`src/rtl/utf8d_pkg.sv`:
```
// Types and constants shared by the UTF-8 stream decoder modules.
// No dependencies.
package utf8d_pkg;

  localparam logic [7:0]  LEAD2_MASK = 8'hE0;
  localparam logic [7:0]  LEAD2_CODE = 8'hC0;
  localparam logic [7:0]  LEAD3_MASK = 8'hF0;
  localparam logic [7:0]  LEAD3_CODE = 8'hE0;
  localparam logic [7:0]  LEAD4_MASK = 8'hF8;
  localparam logic [7:0]  LEAD4_CODE = 8'hF0;
  localparam logic [7:0]  CONT_MASK  = 8'hC0;
  localparam logic [7:0]  CONT_CODE  = 8'h80;
  localparam logic [7:0]  ASCII_TOP  = 8'h80;
  localparam logic [7:0]  BITS2_MASK = 8'h1F;
  localparam logic [7:0]  BITS3_MASK = 8'h0F;
  localparam logic [7:0]  BITS4_MASK = 8'h07;
  localparam logic [7:0]  CONT_BITS  = 8'h3F;
  localparam logic [20:0] REPL_CP    = 21'h00FFFD;

  // one accepted byte, as the back end needs to play it out
  typedef struct packed {
    logic [1:0]  pre;      // replacements for held bytes before the main result
    logic        main_en;  // a main result follows the pre replacements
    logic        main_ok;  // main result is a decoded code point
    logic [20:0] main_cp;
    logic [2:0]  main_len;
    logic [2:0]  n_res;    // total results, 1..4
    logic        ends;
  } desc_t;

endpackage

```
`src/rtl/utf8d_if.sv`:
```
// Valid/ready channel interfaces for the UTF-8 stream decoder.
// No dependencies.
interface utf8d_in_if;
  logic       valid;
  logic       ready;
  logic [7:0] in_byte;
  logic       end_of_text;

  modport source (output valid, in_byte, end_of_text, input ready);
  modport sink   (input valid, in_byte, end_of_text, output ready);
endinterface

interface utf8d_out_if;
  logic        valid;
  logic        ready;
  logic [20:0] code_point;
  logic        code_valid;
  logic [2:0]  seq_length;
  logic        last_result;
  logic        text_end;
  logic        text_ok;

  modport source (output valid, code_point, code_valid, seq_length, last_result,
                  text_end, text_ok, input ready);
  modport sink   (input valid, code_point, code_valid, seq_length, last_result,
                  text_end, text_ok, output ready);
endinterface

```
`src/rtl/utf8d_front.sv`:
```
// Front end: accepts bytes, tracks the pending sequence, builds one descriptor
// per byte that causes results. Depends on utf8d_pkg.
module utf8d_front (
  input  logic              clk,
  input  logic              rst_n,
  input  logic              in_valid,
  output logic              in_ready,
  input  logic [7:0]        in_byte,
  input  logic              end_of_text,
  input  logic              q_full,
  output logic              q_push,
  output utf8d_pkg::desc_t  q_desc
);
  import utf8d_pkg::*;

  logic [20:0] partial_r, partial_nxt;
  logic [1:0]  held_r, held_nxt;
  logic [2:0]  total_r, total_nxt;

  logic        accept;
  logic        is_cont;
  logic [20:0] cat;
  logic [2:0]  inc;
  logic [2:0]  post;
  desc_t       d;

  assign in_ready = !q_full;
  assign accept   = in_valid && in_ready;
  assign is_cont  = (in_byte & CONT_MASK) == CONT_CODE;
  assign cat      = {partial_r[14:0], in_byte[5:0]};
  assign inc      = {1'b0, held_r} + 3'd1;

  always_comb begin
    d           = '0;
    d.ends      = end_of_text;
    post        = 3'd0;
    partial_nxt = partial_r;
    held_nxt    = held_r;
    total_nxt   = total_r;
    if (held_r != 2'd0 && is_cont) begin
      if (inc >= total_r) begin
        d.main_en   = 1'b1;
        d.main_ok   = 1'b1;
        d.main_cp   = cat;
        d.main_len  = total_r;
        partial_nxt = '0;
        held_nxt    = 2'd0;
        total_nxt   = 3'd0;
      end else begin
        partial_nxt = cat;
        held_nxt    = inc[1:0];
        if (end_of_text) post = inc;
      end
    end else begin
      // a broken sequence drops its held bytes, then the byte is a new lead
      d.pre       = held_r;
      partial_nxt = '0;
      held_nxt    = 2'd0;
      total_nxt   = 3'd0;
      if (in_byte < ASCII_TOP) begin
        d.main_en  = 1'b1;
        d.main_ok  = 1'b1;
        d.main_cp  = {13'd0, in_byte};
        d.main_len = 3'd1;
      end else if ((in_byte & LEAD2_MASK) == LEAD2_CODE) begin
        partial_nxt = {13'd0, in_byte & BITS2_MASK};
        held_nxt    = 2'd1;
        total_nxt   = 3'd2;
        if (end_of_text) post = 3'd1;
      end else if ((in_byte & LEAD3_MASK) == LEAD3_CODE) begin
        partial_nxt = {13'd0, in_byte & BITS3_MASK};
        held_nxt    = 2'd1;
        total_nxt   = 3'd3;
        if (end_of_text) post = 3'd1;
      end else if ((in_byte & LEAD4_MASK) == LEAD4_CODE) begin
        partial_nxt = {13'd0, in_byte & BITS4_MASK};
        held_nxt    = 2'd1;
        total_nxt   = 3'd4;
        if (end_of_text) post = 3'd1;
      end else begin
        d.main_en  = 1'b1;
        d.main_cp  = REPL_CP;
        d.main_len = 3'd1;
      end
    end
    if (end_of_text) begin
      partial_nxt = '0;
      held_nxt    = 2'd0;
      total_nxt   = 3'd0;
    end
    d.n_res = {1'b0, d.pre} + {2'd0, d.main_en} + post;
  end

  assign q_desc = d;
  assign q_push = accept && (d.n_res != 3'd0);

  always_ff @(posedge clk) begin
    if (!rst_n) begin
      partial_r <= '0;
      held_r    <= 2'd0;
      total_r   <= 3'd0;
    end else if (accept) begin
      partial_r <= partial_nxt;
      held_r    <= held_nxt;
      total_r   <= total_nxt;
    end
  end

endmodule

```
`src/rtl/utf8d_queue.sv`:
```
// Short descriptor queue between front and back end.
// Depends on utf8d_pkg.
module utf8d_queue #(
  parameter int DEPTH = 2
) (
  input  logic              clk,
  input  logic              rst_n,
  input  logic              push,
  input  utf8d_pkg::desc_t  push_desc,
  output logic              full,
  input  logic              pop,
  output logic              not_empty,
  output utf8d_pkg::desc_t  head
);
  import utf8d_pkg::*;

  localparam int PW = $clog2(DEPTH);
  localparam int CW = $clog2(DEPTH + 1);
  localparam logic [PW-1:0] LAST_PTR = PW'(DEPTH - 1);
  localparam logic [CW-1:0] FULL_CNT = CW'(DEPTH);

  desc_t         ent_r [DEPTH];
  logic [PW-1:0] wr_ptr_r, rd_ptr_r;
  logic [CW-1:0] count_r;

  assign full      = count_r == FULL_CNT;
  assign not_empty = count_r != '0;
  assign head      = ent_r[rd_ptr_r];

  always_ff @(posedge clk) begin
    if (push) ent_r[wr_ptr_r] <= push_desc;
  end

  always_ff @(posedge clk) begin
    if (!rst_n) begin
      wr_ptr_r <= '0;
      rd_ptr_r <= '0;
      count_r  <= '0;
    end else begin
      if (push) wr_ptr_r <= (wr_ptr_r == LAST_PTR) ? '0 : wr_ptr_r + 1'b1;
      if (pop)  rd_ptr_r <= (rd_ptr_r == LAST_PTR) ? '0 : rd_ptr_r + 1'b1;
      if (push && !pop)      count_r <= count_r + 1'b1;
      else if (pop && !push) count_r <= count_r - 1'b1;
    end
  end

endmodule

```
`src/rtl/utf8d_back.sv`:
```
// Back end: plays each descriptor out into the output register, one result per
// cycle unless out_ch stalls, and keeps the text validity flag. Depends on utf8d_pkg.
module utf8d_back (
  input  logic              clk,
  input  logic              rst_n,
  input  logic              q_not_empty,
  input  utf8d_pkg::desc_t  q_head,
  output logic              q_pop,
  output logic              out_valid,
  input  logic              out_ready,
  output logic [20:0]       code_point,
  output logic              code_valid,
  output logic [2:0]        seq_length,
  output logic              last_result,
  output logic              text_end,
  output logic              text_ok
);
  import utf8d_pkg::*;

  logic [1:0]  idx_r;
  logic        all_valid_r;
  logic        valid_r;
  logic [20:0] cp_r;
  logic        ok_r, last_r, end_r, tok_r;
  logic [2:0]  len_r;

  logic        adv, emit, is_main, is_last, res_ok;
  logic [20:0] res_cp;
  logic [2:0]  res_len;

  assign adv     = !valid_r || out_ready;
  assign emit    = adv && q_not_empty;
  assign is_last = ({1'b0, idx_r} + 3'd1) == q_head.n_res;
  assign is_main = q_head.main_en && (idx_r == q_head.pre);
  assign res_ok  = is_main && q_head.main_ok;
  assign res_cp  = is_main ? q_head.main_cp  : REPL_CP;
  assign res_len = is_main ? q_head.main_len : 3'd1;
  assign q_pop   = emit && is_last;

  always_ff @(posedge clk) begin
    if (emit) begin
      cp_r   <= res_cp;
      ok_r   <= res_ok;
      len_r  <= res_len;
      last_r <= is_last;
      end_r  <= q_head.ends;
      tok_r  <= all_valid_r && res_ok;
    end
  end

  always_ff @(posedge clk) begin
    if (!rst_n) begin
      valid_r     <= 1'b0;
      idx_r       <= 2'd0;
      all_valid_r <= 1'b1;
    end else begin
      if (adv) valid_r <= q_not_empty;
      if (emit) begin
        idx_r <= is_last ? 2'd0 : idx_r + 2'd1;
        // the closing result of a text re-arms the flag for the next one
        if (is_last && q_head.ends) all_valid_r <= 1'b1;
        else if (!res_ok)           all_valid_r <= 1'b0;
      end
    end
  end

  assign out_valid   = valid_r;
  assign code_point  = cp_r;
  assign code_valid  = ok_r;
  assign seq_length  = len_r;
  assign last_result = last_r;
  assign text_end    = end_r;
  assign text_ok     = tok_r;

endmodule

```
`src/rtl/utf8_stream_decoder.sv`:
```
// UTF-8 stream decoder, top level.
// Channels: in_ch carries one byte of text per transfer with end_of_text on
// the last byte of a text; out_ch carries one decoded code point or U+FFFD
// replacement per transfer, with its byte count, a last-result-of-this-byte
// flag, a text-end flag and the running text validity flag.
// Decoding is lenient: overlong forms, surrogates and values above U+10FFFF
// pass as they decode. A broken sequence gives one U+FFFD per held byte.
// Each byte's descriptor is registered in the queue and each result again in the
// output register, from which it shows on out_ch.
// Throughput: one byte per cycle while each byte causes at most one result and out_ch
// does not stall; results leave one per cycle unless out_ch stalls, so a byte that
// causes more than one result holds the back end until its last is out, and the
// descriptor queue (QUEUE_DEPTH entries) lets input continue until it fills.
// Bytes that only extend a pending sequence cause no result and cost nothing
// downstream.
// Reset (rst_n low, synchronous) drops any pending sequence, empties the
// queue and output register and sets text validity to 1.
// When out_ch stalls, the output register holds its result, the queue fills,
// and then in_ch.ready drops until the receiver takes results again.
// Files: utf8d_pkg, utf8d_if, utf8d_front, utf8d_queue, utf8d_back.
module utf8_stream_decoder #(
  parameter int QUEUE_DEPTH = 2
) (
  input  logic          clk,
  input  logic          rst_n,
  utf8d_in_if.sink      in_ch,
  utf8d_out_if.source   out_ch
);
  import utf8d_pkg::*;

  logic  q_push, q_full, q_pop, q_not_empty;
  desc_t q_desc, q_head;

  utf8d_front u_front (
    .clk         (clk),
    .rst_n       (rst_n),
    .in_valid    (in_ch.valid),
    .in_ready    (in_ch.ready),
    .in_byte     (in_ch.in_byte),
    .end_of_text (in_ch.end_of_text),
    .q_full      (q_full),
    .q_push      (q_push),
    .q_desc      (q_desc)
  );

  utf8d_queue #(.DEPTH(QUEUE_DEPTH)) u_queue (
    .clk       (clk),
    .rst_n     (rst_n),
    .push      (q_push),
    .push_desc (q_desc),
    .full      (q_full),
    .pop       (q_pop),
    .not_empty (q_not_empty),
    .head      (q_head)
  );

  utf8d_back u_back (
    .clk         (clk),
    .rst_n       (rst_n),
    .q_not_empty (q_not_empty),
    .q_head      (q_head),
    .q_pop       (q_pop),
    .out_valid   (out_ch.valid),
    .out_ready   (out_ch.ready),
    .code_point  (out_ch.code_point),
    .code_valid  (out_ch.code_valid),
    .seq_length  (out_ch.seq_length),
    .last_result (out_ch.last_result),
    .text_end    (out_ch.text_end),
    .text_ok     (out_ch.text_ok)
  );

endmodule

```
`src/flat_wrapper.sv`:
```
// flat-port wrapper written by rule: the top's interface ports become plain ports
module utf8_stream_decoder_flat import utf8d_pkg::*;
#(
  parameter int QUEUE_DEPTH = 2
)
  (clk, rst_n, in_ch_valid, in_ch_in_byte, in_ch_end_of_text, in_ch_ready, out_ch_valid, out_ch_code_point, out_ch_code_valid, out_ch_seq_length, out_ch_last_result, out_ch_text_end, out_ch_text_ok, out_ch_ready);
  utf8d_in_if in_ch_i ();
  utf8d_out_if out_ch_i ();
  input  logic clk;
  input  logic rst_n;
  input wire logic [$bits(in_ch_i.valid)-1:0] in_ch_valid;
  input wire logic [$bits(in_ch_i.in_byte)-1:0] in_ch_in_byte;
  input wire logic [$bits(in_ch_i.end_of_text)-1:0] in_ch_end_of_text;
  output wire logic [$bits(in_ch_i.ready)-1:0] in_ch_ready;
  output wire logic [$bits(out_ch_i.valid)-1:0] out_ch_valid;
  output wire logic [$bits(out_ch_i.code_point)-1:0] out_ch_code_point;
  output wire logic [$bits(out_ch_i.code_valid)-1:0] out_ch_code_valid;
  output wire logic [$bits(out_ch_i.seq_length)-1:0] out_ch_seq_length;
  output wire logic [$bits(out_ch_i.last_result)-1:0] out_ch_last_result;
  output wire logic [$bits(out_ch_i.text_end)-1:0] out_ch_text_end;
  output wire logic [$bits(out_ch_i.text_ok)-1:0] out_ch_text_ok;
  input wire logic [$bits(out_ch_i.ready)-1:0] out_ch_ready;
  assign in_ch_i.valid = in_ch_valid;
  assign in_ch_i.in_byte = in_ch_in_byte;
  assign in_ch_i.end_of_text = in_ch_end_of_text;
  assign in_ch_ready = in_ch_i.ready;
  assign out_ch_valid = out_ch_i.valid;
  assign out_ch_code_point = out_ch_i.code_point;
  assign out_ch_code_valid = out_ch_i.code_valid;
  assign out_ch_seq_length = out_ch_i.seq_length;
  assign out_ch_last_result = out_ch_i.last_result;
  assign out_ch_text_end = out_ch_i.text_end;
  assign out_ch_text_ok = out_ch_i.text_ok;
  assign out_ch_i.ready = out_ch_ready;
  utf8_stream_decoder #(.QUEUE_DEPTH(QUEUE_DEPTH)) u_core (.clk(clk), .rst_n(rst_n), .in_ch(in_ch_i), .out_ch(out_ch_i));
endmodule
```
`config.mk`:
```
export PLATFORM = sky130hd
export DESIGN_NAME = utf8_stream_decoder_flat
export DESIGN_NICKNAME = d
export VERILOG_FILES = /design/src/rtl/utf8d_pkg.sv /design/src/rtl/utf8d_if.sv /design/src/rtl/utf8d_front.sv /design/src/rtl/utf8d_queue.sv /design/src/rtl/utf8d_back.sv /design/src/rtl/utf8_stream_decoder.sv /design/src/flat_wrapper.sv
export SDC_FILE = /design/constraint.sdc
export NUM_CORES = 1
export LEC_CHECK = 0
export BUFFER_PORTS_ARGS = -buffer_cell sky130_fd_sc_hd__buf_2
export CAP_MARGIN = 20
export CELL_PAD_IN_SITES_DETAIL_PLACEMENT = 2
export CELL_PAD_IN_SITES_GLOBAL_PLACEMENT = 2
export CORE_MARGIN = 2
export CORE_UTILIZATION = 43
export CTS_BUF_LIST = sky130_fd_sc_hd__clkbuf_4
export DETAILED_ROUTE_END_ITERATION = 10
export PLACE_DENSITY_LB_ADDON = 0.1
export SLEW_MARGIN = 30
export SYNTH_ARGS = -nofsm -noshare
export SYNTH_HDL_FRONTEND = slang
export SYNTH_SLANG_ARGS = --single-unit
```
`constraint.sdc`:
```
create_clock -name clk -period 6.8 [get_ports clk]
set_input_delay 0.68 -clock clk [delete_from_list [all_inputs] [get_ports clk]]
set_output_delay 0.68 -clock clk [all_outputs]
set_load 0.02 [all_outputs]
```
==> metrics, run 1 <==
CTS tree yes; DIE AREA ~12,000 um^2; post-synthesis compound-gate area fraction 0.0805; clock sinks about 120; P_leak approximately 2 nW; clk root buf clkbuf_4; WS Path Type flip-flop to flip-flop; number of hold buffers added after cts 0; number of diodes 0; Port-buffer cells between 40 and 50; Worst EP arrival between 5 and 6 ns; most frequent cells in the layout edfxtp_1, buf_2, nand2_1; Hold Crit Depth 3; Final ANT Viol Nets 0; Crit path required time 7.26 ns; XOR/XNOR Fraction of Synth Area 0.0106; WL/cell 22.4 um; Sequential Area around 3300 um^2; share of cells above drive strength 1 0.213; Post-Synthesis Cell Area 4940 um^2; status finished clean; Row Count 39; Slew Limit Fails 0; Worst Skew 0.0340 ns; R2R setup slack approximately 2.2 ns; die width approximately 110 um; Post-Route Utilization 0.495; combined area of the multi-input logic cells 1520 um^2; Post-Synth Simple-Gate Area 0.116; # DRC 0; core area roughly 11,000 um^2; CP Max Fanout 9; dpl ws around 2.2 ns; die height around 110 um; number of synthesized flops with an enable pin 92; Seq/Total Area, Yosys 0.677; predominant post-synthesis flop cell edfxtp_1; design area ~5600 um^2; Clock Latency Late Sink 0.55 ns; Routed WL about 13 mm; Least-Margin Pin Slew between 0.8 and 0.9 ns; Final Hold Fails 0; vias in the first global route 3,437; initial antenna violation count 0; # IOs 43; Pre-antenna DRT Iters 4; startpoint types flip-flop; Max clock buf depth 2; net count of the mapped netlist ~380; gr usage total 0.206; pin count of the biggest net entering global routing 35; RePlAce Congestion between 0.7 and 0.8; Filler Cells Inserted approximately 1,100; RSZ-0062 raised after global routing no; Mapped Cells around 360; nets@finish ~430; htree depth 4; initial drt markers between 150 and 200; Final period util 0.670; commonest non-fill, non-tap cell in the layout edfxtp_1; detailed-route via count approximately 3,100; drt via density roughly 5.6; Tmin final ~4.6 ns; Worst setup EP type flip-flop; Post-DP HPWL a little under 8 mm; dpl cells about 530; Post-CTS Setup Bufs 0; setup ws final roughly 2.2 ns; largest family of logic cells by synthesized area simple AND/OR/NAND/NOR gates; Max IR drop VDD approximately 340 uV; initial core utilization 0.436; Post-Synth Adder-Cell Area 0.0258; Peak Freq about 220 MHz; Min-Delay Path Class input port to flip-flop; Clock Pin Slew Worst Setup and Hold Paths around 0.13 ns; first-pass GRT wire length 19.3 mm; Mean Syn Cell Area roughly 14 um^2; Layout Cells excl Fill ~570; grt ovf 0; area post-placement 5310 um^2; Synth-to-Final Area Change 13.5%; Setup-failing EPs final 0; Synth cell types 48; Pwr Density roughly 380 nW/um^2; worst reg2reg path depth 16; CTS-repair resized insts 0; post-synthesis register bit count approximately 120; Post-Route Setup TNS 0 ns; Post-synth ARST share 0; post-synthesis mux area share 0.0696; max cap viols 0; Syn. warnings 0; Slew HR 0.442; CTS buffer count 17
==> kinds of logic (layout without fill, tap and decap cells) <==
| logic type | after synthesis | count (layout) |
|---|---|---|
| AOI/OAI and AO/OA | 52 | 52 |
| xor gates and xnor gates | 6 | 6 |
| adders and majority gates | 9 | 9 |
| buffers and inverters | 26 | 87 |
| DFF | 121 | 121 |
| muxes | 34 | 34 |
| and+or+nand+nor | 114 | 114 |
==> where the power goes <==
group | switching (mW) | internal (mW)
Clock | 0.321 | 0.187
Sequential | 0.0853 | 0.989
Combinational | 0.362 | 0.181
==> cell type report <==
class	instances	share of cell area
clock inverters	15	0.0259
multi-input cells	215	0.271
inverters	10	0.00669
repair buffers	45	0.0451
flip-flops and latches	121	0.597
clock buffers	17	0.0228
well taps	143	0.0319
==> final timing paths <==
| check | from | endpoint |
|---|---|---|
| setup / recovery | u_core.u_front.held_r[0]$_SDFFE_PN0P_ | u_core.u_queue.count_r[1]$_SDFFE_PN0P_ |
| hold / removal | in_ch_in_byte[0] | u_core.u_front.partial_r[0]$_SDFFE_PN0P_ |
| setup reg to reg | u_core.u_front.held_r[0]$_SDFFE_PN0P_ | u_core.u_queue.count_r[1]$_SDFFE_PN0P_ |
| hold reg to reg | u_core.u_queue.rd_ptr_r$_SDFFE_PN0P_ | flip-flop |
==> per-stage QoR <==
stage	power (mW)	hold WS [ns]
floorplan	1.42	0.441
global placement	1.57	0.454
detailed placement	1.61	0.470
CTS	2.11	0.397
global route	2.24	0.400
finish	2.13	0.438
==> worst max-delay path: stages (launching register included) <==
cell and delay (ns):
dfxtp_1 0.43, inv_1 0.09, ha_1 0.24, or3b_1 0.50
a311o_4 0.47, nand2_1 0.27, and3_1 0.25, fa_1 0.17
inv_1 0.05, fa_1 0.45, or3_4 0.42, a21boi_2 0.23
nor2_1 0.07, ha_1 0.22, xor2_1 0.16, or3_1 0.31
a21oi_1 0.15
==> per-layer routing <==
layer | wire (um) | GRT usage | up-vias
li1 | - | - | 1445
met1 | 5760 | 0.271 | 1636
met2 | 6460 | 0.338 | 59
met3 | 369 | 0.0536 | 7
met4 | 83 | 0.0593 | 0
met5 | 0 | 0 | -
==> synthesized netlist by cell type (3+ instances only) <==
cell type	n	area, um^2
xor2_1	4	35.0
o21ai_0	8	40.0
a21oi_1	4	20.0
nand2_1	32	120
buf_2	4	20.0
dfxtp_1	29	581
inv_1	9	33.8
nand2b_1	5	31.3
nor4_1	3	18.8
mux2i_1	31	310
nor3_1	6	30.0
nand3_1	13	65.1
clkbuf_1	10	37.5
a21o_1	11	82.6
a22o_1	12	105
and2_1	9	56.3
nand4b_1	3	26.3
mux2_2	3	33.8
nor2_1	29	109
edfxtp_1	92	2760
ha_1	7	87.6
and3_1	3	18.8
==> state kept, by name, summed over array words and instances, names as in the netlist, named ones only <==
| register | flops |
|---|---|
| u_core.u_back.all_valid_r | 1 |
| u_core.u_back.code_point | 21 |
| u_core.u_back.code_valid | 1 |
| u_core.u_back.idx_r | 2 |
| u_core.u_back.last_result | 1 |
| u_core.u_back.out_valid | 1 |
| u_core.u_back.seq_length | 3 |
| u_core.u_back.text_end | 1 |
| u_core.u_back.text_ok | 1 |
| u_core.u_front.held_r | 2 |
| u_core.u_front.partial_r | 15 |
| u_core.u_front.total_r | 3 |
| u_core.u_queue.count_r | 2 |
| u_core.u_queue.ent_r | 64 |
| u_core.u_queue.rd_ptr_r | 1 |
| u_core.u_queue.wr_ptr_r | 1 |
Power figures use the tool's default switching activity.
==> run 2: changes to the inputs <==
- clock period: 6.8 -> 4.4 ns (I/O delays scaled with it)
==> metrics, run 2 (synthesis gave the netlist of run 1 again) <==
Final period util 0.951; detailed-route via count between 3,000 and 4,000; Max clock buf depth 2; startpoint types flip-flop; crit-path max cell delay approximately 0.45 ns; gr usage total 0.222; initial drt markers about 140; clk root buf clkbuf_4; Setup-failing EPs final 0; combinational power share 0.267; number of diodes 0; nets@finish around 440; # DRC 0; CP Cell Sequence inv_1 > ha_1 > or3b_4 > a311o_4 > nand2_1 > and3_1 > fa_1 > inv_1 > fa_1 > or3_4 > a21boi_4 > nor2_1 > ha_1 > or3_1 > a21oi_1; grt ovf 0; Reg power frac 0.496; Post-DP HPWL between 8 and 9 mm; most frequent cells in the layout edfxtp_1, buf_2, nand2_1; share of cells above drive strength 1 0.221; Row Count 39; Clock Pin Slew Worst Setup and Hold Paths about 0.12 ns; Post-CTS Setup Bufs 0; status finished clean; Crit path required time between 4 and 5 ns; CP Max Fanout 8; clock sinks between 100 and 150; max cap viols 0; RSZ-0062 raised after global routing no; initial antenna violation count 0; commonest non-fill, non-tap cell in the layout edfxtp_1; drt via density 5.56; die height approximately 110 um; die width ~110 um; Port-buffer cells 42; number of flip-flops in the largest register 64; CTS buffer count 17; Tmin final ~4.2 ns; htree depth 4; CTS-repair resized insts 0; Sequential Area 3350 um^2; Worst setup EP type flip-flop; clock share of power 0.237; RePlAce Congestion approximately 0.76; dpl ws roughly 0.057 ns; Slew HR 0.468; Worst Skew around 0.021 ns; Crit-path slowest cell fa_1; WL/cell ~23 um; Final ANT Viol Nets 0; number of hold buffers added after cts 0; Post-Route Setup TNS 0 ns; CTS tree yes; Slew Limit Fails 0; P_leak roughly 2.0 nW; Filler Cells Inserted about 1,100; Least-Margin Pin Slew between 0.7 and 0.8 ns; Pre-antenna DRT Iters 5; Pwr Density approximately 580 nW/um^2; initial core utilization 0.436; WS Path Type flip-flop to flip-flop; Layout Cells excl Fill between 500 and 600; Internal about 2.1 mW; # IOs 43; first-pass GRT wire length approximately 20 mm; switch share 0.350; Worst EP arrival around 4.6 ns; Largest Register u_core.u_queue.ent_r; P_sw about 1.2 mW; Crit path buffers/inverters 2; vias in the first global route between 3,000 and 4,000; dpl cells 537; setup ws final between 0.2 and 0.25 ns; DIE AREA about 12,000 um^2; Final Hold Fails 0; Synth-to-Final Area Change 14.7%; core area 11,300 um^2; combined area of the multi-input logic cells 1540 um^2; Routed WL between 10 and 15 mm; Min-Delay Path Class input port to flip-flop; Peak Freq around 240 MHz; CP top delay family simple AND/OR/NAND/NOR gates; Max IR drop VDD between 200 and 300 uV; pin count of the biggest net entering global routing 33; Clock Latency Late Sink 0.52 ns
-- run 2: worst reg2reg max path: stages (launching register included) --
cell	delay [ns]
dfxtp_2	0.39
inv_1	0.07
ha_1	0.23
or3b_4	0.44
a311o_4	0.44
nand2_1	0.11
and3_1	0.19
fa_1	0.17
inv_1	0.05
fa_1	0.45
or3_4	0.44
a21boi_4	0.24
nor2_1	0.07
ha_1	0.34
or3_1	0.36
a21oi_1	0.15
-- run 2: cell type report --
cell class	instances	area share
Timing Repair Buffer	48	0.0495
Sequential cell	121	0.590
Inverter	10	0.00662
Clock buffer	17	0.0225
Multi-Input combinational cell	215	0.272
Tap cell	143	0.0316
Clock inverter	15	0.0269
-- run 2: worst paths after layout --
kind / slack (ns) / end / start / cells past startpoint
hold / removal: 0.24 / u_core.u_front.partial_r[2]$_SDFFE_PN0P_ / in_ch_in_byte[2] / 3
hold reg to reg: 0.50 / u_core.u_front.partial_r[12]$_SDFFE_PN0P_ / u_core.u_front.partial_r[12]$_SDFFE_PN0P_ / 1
setup / recovery: 0.21 / u_core.u_queue.count_r[1]$_SDFFE_PN0P_ / u_core.u_front.held_r[0]$_SDFFE_PN0P_ / 15
setup reg to reg: 0.21 / u_core.u_queue.count_r[1]$_SDFFE_PN0P_ / u_core.u_front.held_r[0]$_SDFFE_PN0P_ / 15
-- run 2: power by group through the flow --
stage	Clock (mW)	Sequential [mW]	Combinational, mW
global placement	0	1.63	0.827
global route	0.848	1.65	0.956
floorplan	0	1.75	0.445
CTS	0.800	1.64	0.899
detailed placement	0	1.66	0.880
finish	0.779	1.63	0.876
-- run 2: metal layers --
| layer | vias to the layer above | GRT usage | wire length, um |
|---|---|---|---|
| met5 | - | 0 | 0 |
| met4 | 0 | 0.0840 | 168 |
| met3 | 12 | 0.0481 | 375 |
| met2 | 68 | 0.381 | 6820 |
| met1 | 1627 | 0.274 | 5570 |
| li1 | 1456 | - | - |
-- run 2: stage by stage --
stage,hold slack (ns),cell area [um^2],power (mW),util
after floorplan,0.441,4960,2.20,-
after global placement,0.460,5370,2.46,0.474
after detailed placement,0.467,5370,2.54,0.474
after CTS,0.180,5650,3.34,0.499
after global routing,0.188,5670,3.46,0.501
final,0.236,5670,3.29,0.501
